File: config.mk
export PLATFORM = sky130hd
export DESIGN_NAME = fifo_queue_with_search_remove_core
export DESIGN_NICKNAME = d
export VERILOG_FILES = /design/src/hw/rtl/fqsr_pkg.sv /design/src/hw/rtl/fqsr_mem.sv /design/src/hw/rtl/fqsr_seq.sv /design/src/hw/rtl/fifo_queue_with_search_remove_core.sv
export SDC_FILE = /design/constraint.sdc
export NUM_CORES = 1
export LEC_CHECK = 0
export BUFFER_PORTS_ARGS = -buffer_cell sky130_fd_sc_hd__buf_2
export CAP_MARGIN = 30
export CORE_ASPECT_RATIO = 2
export CORE_MARGIN = 5
export CORE_UTILIZATION = 45
export CTS_CLUSTER_SIZE = 10
export DETAILED_ROUTE_END_ITERATION = 7
export GPL_ROUTABILITY_DRIVEN = 0
export PLACE_DENSITY_LB_ADDON = 0.1
export SYNTH_ARGS = -nofsm -noshare
export SYNTH_HDL_FRONTEND = slang
export SYNTH_SLANG_ARGS = --single-unit
File: constraint.sdc
create_clock -name clk -period 5.9 [get_ports clk]
set_input_delay 0.59 -clock clk [delete_from_list [all_inputs] [get_ports clk]]
set_output_delay 0.59 -clock clk [all_outputs]
set_load 0.05 [all_outputs]
File: src/hw/rtl/fqsr_pkg.sv
// Shared types and codes for the FIFO queue with search and remove.
package fqsr_pkg;

	localparam int DEPTH_DEFAULT = 16;
	localparam int VALUE_W = 32;
	localparam int COUNT_W = 5;

	typedef enum logic [1:0] {
		OP_PUSH   = 2'd0,
		OP_POP    = 2'd1,
		OP_SEARCH = 2'd2,
		OP_REMOVE = 2'd3
	} op_t;

	typedef enum logic [1:0] {
		ST_OK    = 2'd0,
		ST_FULL  = 2'd1,
		ST_EMPTY = 2'd2
	} status_t;

	typedef struct packed {
		logic signed [VALUE_W-1:0] head_value;
		logic [COUNT_W-1:0]        entry_count;
		logic                      is_empty;
		logic                      found;
		logic [COUNT_W-1:0]        removed_count;
		status_t                   status;
	} res_t;

endpackage

File: src/hw/rtl/fqsr_mem.sv
// Entry store: one write port and one registered read port.
module fqsr_mem #(
	parameter int DEPTH = fqsr_pkg::DEPTH_DEFAULT,
	localparam int AW = $clog2(DEPTH)
) (
	input  logic                               clk,
	input  logic                               we,
	input  logic [AW-1:0]                      waddr,
	input  logic [fqsr_pkg::VALUE_W-1:0]       wdata,
	input  logic                               re,
	input  logic [AW-1:0]                      raddr,
	output logic [fqsr_pkg::VALUE_W-1:0]       rdata
);

	logic [fqsr_pkg::VALUE_W-1:0] mem_q [DEPTH];

	always_ff @(posedge clk) begin
		if (we) begin
			mem_q[waddr] <= wdata;
		end
	end

	always_ff @(posedge clk) begin
		if (re) begin
			rdata <= mem_q[raddr];
		end
	end

endmodule

File: src/hw/rtl/fqsr_seq.sv
// Command sequencer: ring pointers, scan loop and the shared equality compare.
module fqsr_seq #(
	parameter int DEPTH = fqsr_pkg::DEPTH_DEFAULT,
	localparam int AW = $clog2(DEPTH),
	localparam int CW = $clog2(DEPTH + 1)
) (
	input  logic                               clk,
	input  logic                               arst_n,
	input  logic                               in_valid,
	output logic                               in_ready,
	input  logic [1:0]                         in_op,
	input  logic signed [fqsr_pkg::VALUE_W-1:0] in_value,
	output logic                               res_valid,
	input  logic                               res_ready,
	output fqsr_pkg::res_t                     res,
	output logic                               mem_we,
	output logic [AW-1:0]                      mem_waddr,
	output logic [fqsr_pkg::VALUE_W-1:0]       mem_wdata,
	output logic                               mem_re,
	output logic [AW-1:0]                      mem_raddr,
	input  logic [fqsr_pkg::VALUE_W-1:0]       mem_rdata
);

	typedef enum logic [2:0] {
		S_IDLE,
		S_SCAN,
		S_HEAD,
		S_HDATA,
		S_DONE
	} state_t;

	state_t                       state_q;
	logic [AW-1:0]                hd_q;
	logic [CW-1:0]                cnt_q;
	logic [CW-1:0]                idx_q;
	logic [CW-1:0]                keep_q;
	logic [CW-1:0]                rmv_q;
	logic                         rd_v_q;
	logic                         found_q;
	fqsr_pkg::op_t                op_q;
	fqsr_pkg::status_t            status_q;
	logic [fqsr_pkg::VALUE_W-1:0] val_q;
	logic [fqsr_pkg::VALUE_W-1:0] head_q;

	logic                         accept;
	logic                         issue;
	logic                         hit;
	logic                         full;
	fqsr_pkg::op_t                op_in;

	// Ring address: base plus offset, folded back below DEPTH.
	function automatic logic [AW-1:0] wrap(input logic [AW-1:0] a, input logic [AW-1:0] b);
		logic [AW:0] s;
		s = {1'b0, a} + {1'b0, b};
		if (s >= (AW+1)'(DEPTH)) begin
			s = s - (AW+1)'(DEPTH);
		end
		return s[AW-1:0];
	endfunction

	function automatic logic [fqsr_pkg::COUNT_W-1:0] cnt5(input logic [CW-1:0] c);
		logic [CW+fqsr_pkg::COUNT_W-1:0] t;
		t = {{fqsr_pkg::COUNT_W{1'b0}}, c};
		return t[fqsr_pkg::COUNT_W-1:0];
	endfunction

	assign op_in    = fqsr_pkg::op_t'(in_op);
	assign in_ready = (state_q == S_IDLE);
	assign accept   = in_valid && in_ready;
	assign full     = (cnt_q == CW'(DEPTH));
	assign issue    = (state_q == S_SCAN) && (idx_q != cnt_q);
	assign hit      = (mem_rdata == val_q);

	assign mem_re    = issue || (state_q == S_HEAD);
	assign mem_raddr = (state_q == S_HEAD) ? hd_q : wrap(hd_q, idx_q[AW-1:0]);

	always_comb begin
		mem_we    = 1'b0;
		mem_waddr = wrap(hd_q, cnt_q[AW-1:0]);
		mem_wdata = in_value;
		if (accept && (op_in == fqsr_pkg::OP_PUSH) && !full) begin
			mem_we = 1'b1;
		end else if ((state_q == S_SCAN) && rd_v_q && (op_q == fqsr_pkg::OP_REMOVE) && !hit) begin
			// A kept entry slides down to the next free slot behind the read point.
			mem_we    = 1'b1;
			mem_waddr = wrap(hd_q, keep_q[AW-1:0]);
			mem_wdata = mem_rdata;
		end
	end

	assign res_valid         = (state_q == S_DONE);
	assign res.head_value    = head_q;
	assign res.entry_count   = cnt5(cnt_q);
	assign res.is_empty      = (cnt_q == '0);
	assign res.found         = found_q;
	assign res.removed_count = cnt5(rmv_q);
	assign res.status        = status_q;

	always_ff @(posedge clk or negedge arst_n) begin
		if (!arst_n) begin
			state_q  <= S_IDLE;
			hd_q     <= '0;
			cnt_q    <= '0;
			idx_q    <= '0;
			keep_q   <= '0;
			rmv_q    <= '0;
			rd_v_q   <= 1'b0;
			found_q  <= 1'b0;
			op_q     <= fqsr_pkg::OP_PUSH;
			status_q <= fqsr_pkg::ST_OK;
		end else begin
			case (state_q)
				S_IDLE: begin
					if (accept) begin
						op_q     <= op_in;
						val_q    <= in_value;
						found_q  <= 1'b0;
						rmv_q    <= '0;
						idx_q    <= '0;
						keep_q   <= '0;
						rd_v_q   <= 1'b0;
						status_q <= fqsr_pkg::ST_OK;
						case (op_in)
							fqsr_pkg::OP_PUSH: begin
								if (full) begin
									status_q <= fqsr_pkg::ST_FULL;
								end else begin
									cnt_q <= cnt_q + CW'(1);
								end
								state_q <= S_HEAD;
							end
							fqsr_pkg::OP_POP: begin
								if (cnt_q == '0) begin
									status_q <= fqsr_pkg::ST_EMPTY;
								end else begin
									hd_q  <= wrap(hd_q, AW'(1));
									cnt_q <= cnt_q - CW'(1);
								end
								state_q <= S_HEAD;
							end
							default: begin
								state_q <= S_SCAN;
							end
						endcase
					end
				end
				S_SCAN: begin
					rd_v_q <= issue;
					if (issue) begin
						idx_q <= idx_q + CW'(1);
					end
					if (rd_v_q) begin
						if (hit) begin
							if (op_q == fqsr_pkg::OP_SEARCH) begin
								found_q <= 1'b1;
							end
							if (op_q == fqsr_pkg::OP_REMOVE) begin
								rmv_q <= rmv_q + CW'(1);
							end
						end else if (op_q == fqsr_pkg::OP_REMOVE) begin
							keep_q <= keep_q + CW'(1);
						end
					end
					if (!issue && !rd_v_q) begin
						if (op_q == fqsr_pkg::OP_REMOVE) begin
							cnt_q <= keep_q;
						end
						state_q <= S_HEAD;
					end
				end
				S_HEAD: begin
					state_q <= S_HDATA;
				end
				S_HDATA: begin
					head_q  <= (cnt_q == '0) ? '0 : mem_rdata;
					state_q <= S_DONE;
				end
				S_DONE: begin
					if (res_ready) begin
						state_q <= S_IDLE;
					end
				end
				default: begin
					state_q <= S_IDLE;
				end
			endcase
		end
	end

endmodule

File: src/hw/rtl/fifo_queue_with_search_remove_core.sv
// Top level of the FIFO queue with search and remove, with its output register.
//
// A bounded queue of signed 32-bit values kept in a ring buffer memory.
// Commands arrive on the s_axis channel: s_axis_tuser carries the operation
// (push, pop, search, remove all matching) and s_axis_tdata the value.
// Each command yields exactly one item on the m_axis channel describing the
// queue afterwards: head value, entry count, empty flag, search hit, number
// of entries removed and a status code.
// The block takes one command at a time. Push and pop go from acceptance
// through the head read (S_HEAD, S_HDATA) to the result being offered, and
// the next command can be taken once that result has been handed on; search
// and remove first run a scan (S_SCAN), since one shared equality compare
// visits every stored entry in turn, one memory read per cycle, and remove
// writes each kept entry back through the single write port in the same pass.
// A result waits in an output register, so the next command may be accepted
// while the receiver stalls; if that command finishes before the register is
// free, the sequencer holds its result until the register drains.
// Reset empties the queue at once (the memory itself is not cleared; only
// entries below the count are ever used).
module fifo_queue_with_search_remove_core #(
	parameter int DEPTH = fqsr_pkg::DEPTH_DEFAULT
) (
	input  logic        clk,
	input  logic        arst_n,
	input  logic        s_axis_tvalid,
	output logic        s_axis_tready,
	input  logic [31:0] s_axis_tdata,  // [31:0] value
	input  logic [1:0]  s_axis_tuser,  // [1:0] operation
	output logic        m_axis_tvalid,
	input  logic        m_axis_tready,
	// [31:0] head_value, [36:32] entry_count, [37] is_empty, [38] found,
	// [43:39] removed_count, [45:44] status, [47:46] zero
	output logic [47:0] m_axis_tdata
);

	localparam int AW = $clog2(DEPTH);

	logic                         res_valid;
	logic                         res_ready;
	fqsr_pkg::res_t               res;
	fqsr_pkg::res_t               out_q;
	logic                         out_valid_q;

	logic                         mem_we;
	logic [AW-1:0]                mem_waddr;
	logic [fqsr_pkg::VALUE_W-1:0] mem_wdata;
	logic                         mem_re;
	logic [AW-1:0]                mem_raddr;
	logic [fqsr_pkg::VALUE_W-1:0] mem_rdata;

	fqsr_seq #(
		.DEPTH(DEPTH)
	) u_seq (
		.clk       (clk),
		.arst_n    (arst_n),
		.in_valid  (s_axis_tvalid),
		.in_ready  (s_axis_tready),
		.in_op     (s_axis_tuser),
		.in_value  (s_axis_tdata),
		.res_valid (res_valid),
		.res_ready (res_ready),
		.res       (res),
		.mem_we    (mem_we),
		.mem_waddr (mem_waddr),
		.mem_wdata (mem_wdata),
		.mem_re    (mem_re),
		.mem_raddr (mem_raddr),
		.mem_rdata (mem_rdata)
	);

	fqsr_mem #(
		.DEPTH(DEPTH)
	) u_mem (
		.clk   (clk),
		.we    (mem_we),
		.waddr (mem_waddr),
		.wdata (mem_wdata),
		.re    (mem_re),
		.raddr (mem_raddr),
		.rdata (mem_rdata)
	);

	// The output register can take a new result when it is empty or being drained.
	assign res_ready = !out_valid_q || m_axis_tready;

	always_ff @(posedge clk or negedge arst_n) begin
		if (!arst_n) begin
			out_valid_q <= 1'b0;
		end else begin
			if (res_valid && res_ready) begin
				out_valid_q <= 1'b1;
			end else if (m_axis_tready) begin
				out_valid_q <= 1'b0;
			end
		end
	end

	always_ff @(posedge clk) begin
		if (res_valid && res_ready) begin
			out_q <= res;
		end
	end

	assign m_axis_tvalid = out_valid_q;
	assign m_axis_tdata  = {2'b00, out_q.status, out_q.removed_count, out_q.found,
		out_q.is_empty, out_q.entry_count, out_q.head_value};

	// Once a command is taken, the block is busy for at least the next cycle.
	a_busy_after_accept: assert property (@(posedge clk) disable iff (!arst_n)
		s_axis_tvalid && s_axis_tready |=> !s_axis_tready)
		else $error("command accepted while the previous one was still in progress");

	// A result handed to the output register is offered on the next cycle.
	a_result_offered: assert property (@(posedge clk) disable iff (!arst_n)
		res_valid && res_ready |=> m_axis_tvalid)
		else $error("finished result was not presented");

	// A dropped push or an empty pop never reports a search hit or removals.
	a_error_fields_clear: assert property (@(posedge clk) disable iff (!arst_n)
		m_axis_tvalid && (out_q.status != fqsr_pkg::ST_OK) |->
		!out_q.found && (out_q.removed_count == '0))
		else $error("error result carries search or remove fields");

endmodule
==> out/qor.csv <==
metric;value;unit
relSlewSlack;0.3381;
ys_seq_area_frac;0.7659;
power;17.47;mW
yosysWarnings;0;
first_pass_iters;5;
placementRows;126;
syn-cell-area;26750;um2
drcViolationCount;0;
cts.clk_slew.worst_paths;0.05;ns
portBuffers;85;
crit_arrival;4.59;ns
core-area;58960;um2
holdBufCountCts;0;
root_buffer;clkbuf_16;
start_util;0.4537;
crit_required;6.16;ns
startpoint_type;flip-flop;
ant_nets;0;
hold_viol;0;
rrSetupSlack;1.58;ns
yosys_register_bits;688;
grtUsageTotal;0.2024;
avgSynthCellArea;20.42;um2
powerDensity;571.3;nW/um2
drive_gt1_frac;0.2768;
regToRegStartpoint;u_mem.rdata[5]$_DFFE_PP_;
grt_pass1_vias;13850;
p_leak;10.14;nW
crit_type;reg2reg;
cts_resized;0;
io_pins;88;
cts.sink_count;688;
drv_cap;0;
num_vias;13020;
hold_class;in2async;
via_per_inst;5.760;
clk_latency;0.61;ns
ys.flop_type;edfxtp_1;
report.final.slew_viol_count;0;
setup_ws;1.576;ns
final_common_cell;edfxtp_1;
grt_max_degree;85;
fp.dieW;182.4;um
die-area;64720;um2
syn_inst;1310;
fin_skew;0.02290;ns
tritoncts;yes;
reg2reg_to;u_mem.mem_q[7][20]$_DFFE_PP_;
cpMostUsedCell;buf_4;
rsz0062_at_grt;no;
die_y;354.8;um
area_growth;14.27;%
final_core_util;0.5185;
peakVddDrop;0.5178;mV
crit_slowest_cell;nor4_1;
post-route-period-util;0.7329;
async_flop_share;0.04942;
final_cell_mix;edfxtp_1, mux4_2, buf_2;
cts_made_buffers;78;
setup_violations;0;
post_drt_wl_per_cell;28.80;um
pre_cts_ws;1.662;ns
grt-ovfl-total;0;
tns;0;ns
path_max_fanout;38;
grt_antenna_before_repair;1;
fin_crit;4.324;ns
synthDistinctLibCells;54;
hpwl;40200;um
htree_levels;3;
reg2reg_depth;9;
num-nets-final;1520;
slowest_delay;0.79;ns
outcome;complete, no violations;
grt_pass1_wl;94860;um
worst_setup_path_end_kind;flip-flop;
synth_edf_count;654;
drtIter0Drc;949;
fmax;231.3;MHz
wirelength;65130;um
post_cts_buffers;0;
cts_buffer_depth;3;
path_cells;xor2_1, nor4_1, nand4_1, o21ai_4, buf_4, nor2_1, a31oi_1, nor3_2, buf_4;
worst_pin_slew;0.9838;ns
## report_power, final
group | internal, mW | switching [mW]
Sequential | 6.12 | 0.335
Clock | 2.47 | 1.77
Combinational | 2.82 | 3.95
Total | 11.4 | 6.05
## sequential cells by signal, summed over array words and instances, names as in the netlist, 3 cells and up
name / count
u_mem.mem_q: 512
m_axis_tdata: 46
u_mem.rdata: 32
u_seq.head_q: 32
u_seq.val_q: 32
u_seq.cnt_q: 5
u_seq.idx_q: 5
u_seq.keep_q: 5
u_seq.rmv_q: 5
u_seq.hd_q: 4
u_seq.state_q: 3
## stage by stage
stage          instance area (um2)  hold WS (ns)  instances
2_1_floorplan                26760        0.2944       1311
5_1_grt                      30570       0.06585       2261
6_report                     30570       0.03862       2261
3_3_place_gp                 28340        0.4045       2146
3_5_place_dp                 28390        0.4045       2149
4_1_cts                      30540       0.02389       2259
## worst max-delay path, delay by kind of cell, from the launching register on
| kind | cells | cell delay, ns |
|---|---|---|
| AND/OR/NAND/NOR | 4 | 1.50 |
| buffers and inverters | 2 | 0.96 |
| AO/OA/AOI/OAI | 2 | 0.83 |
| flip-flops | 1 | 0.42 |
| XOR/XNOR | 1 | 0.25 |
## Yosys cell counts, drive strengths merged, types with 4 or more instances
cell type | count | area [um2]
mux2i | 4 | 43.79
a31oi | 5 | 37.53
clkbuf | 27 | 101.4
a21oi | 21 | 105.1
nand4 | 7 | 43.79
nor2 | 24 | 92.59
mux4 | 128 | 2883
mux2 | 35 | 394.1
nand3 | 5 | 25.02
buf | 30 | 201.4
edfxtp | 654 | 19640
a21o | 6 | 45.04
dfrtp | 34 | 850.8
o21ai | 14 | 85.09
nor3 | 25 | 125.1
or3 | 4 | 25.02
inv | 11 | 41.29
a22oi | 65 | 488.0
xor2 | 44 | 392.9
nor4 | 9 | 56.30
ha | 16 | 200.2
nor2b | 34 | 212.7
xnor2 | 13 | 121.4
fa | 4 | 80.08
nand2 | 62 | 237.7
## final cells by class
| cell class | instances | area [um2] |
|---|---|---|
| clock inverter | 5 | 38.79 |
| multi-input combinational | 555 | 6091 |
| fill | 4698 | 28390 |
| sequential | 688 | 20490 |
| timing repair buffer | 128 | 830.8 |
| tap | 768 | 960.9 |
| antenna | 1 | 2.502 |
| clock buffer | 105 | 2117 |
| inverter | 11 | 41.29 |
## metal layers
| layer | routed length [um] | GRT usage |
|---|---|---|
| met5 | 0 | 0 |
| met4 | 2099 | 0.07031 |
| met3 | 2981 | 0.03324 |
| met2 | 35470 | 0.3684 |
| met1 | 24580 | 0.2429 |
## logic make-up (layout without fill, tap and decap cells)
group	after synthesis	after routing	share of synthesized area
XOR/XNOR	57	57	0.01922
buffers and inverters	68	249	0.01286
AO/OA/AOI/OAI	126	126	0.03283
other	1	3	0.0001402
flip-flops	688	688	0.7659
AND/OR/NAND/NOR	183	183	0.03447
multiplexers	167	167	0.1241
adder cells (fa/ha/maj)	20	20	0.01048
## worst max path at each step
stage	startpoint	end	depth (start not counted)
floorplan	u_seq.state_q[2]$_DFFE_PN0P_	u_mem.mem_q[15][0]$_DFFE_PP_	8
global placement	u_mem.rdata[5]$_DFFE_PP_	u_mem.mem_q[7][19]$_DFFE_PP_	9
detailed placement	u_mem.rdata[5]$_DFFE_PP_	u_mem.mem_q[7][20]$_DFFE_PP_	9
CTS	u_mem.rdata[5]$_DFFE_PP_	u_mem.mem_q[7][19]$_DFFE_PP_	9
global route	u_mem.rdata[5]$_DFFE_PP_	u_mem.mem_q[7][19]$_DFFE_PP_	9
finish	u_mem.rdata[5]$_DFFE_PP_	u_mem.mem_q[7][20]$_DFFE_PP_	9
Note: power is estimated with default switching activity, not from simulation.
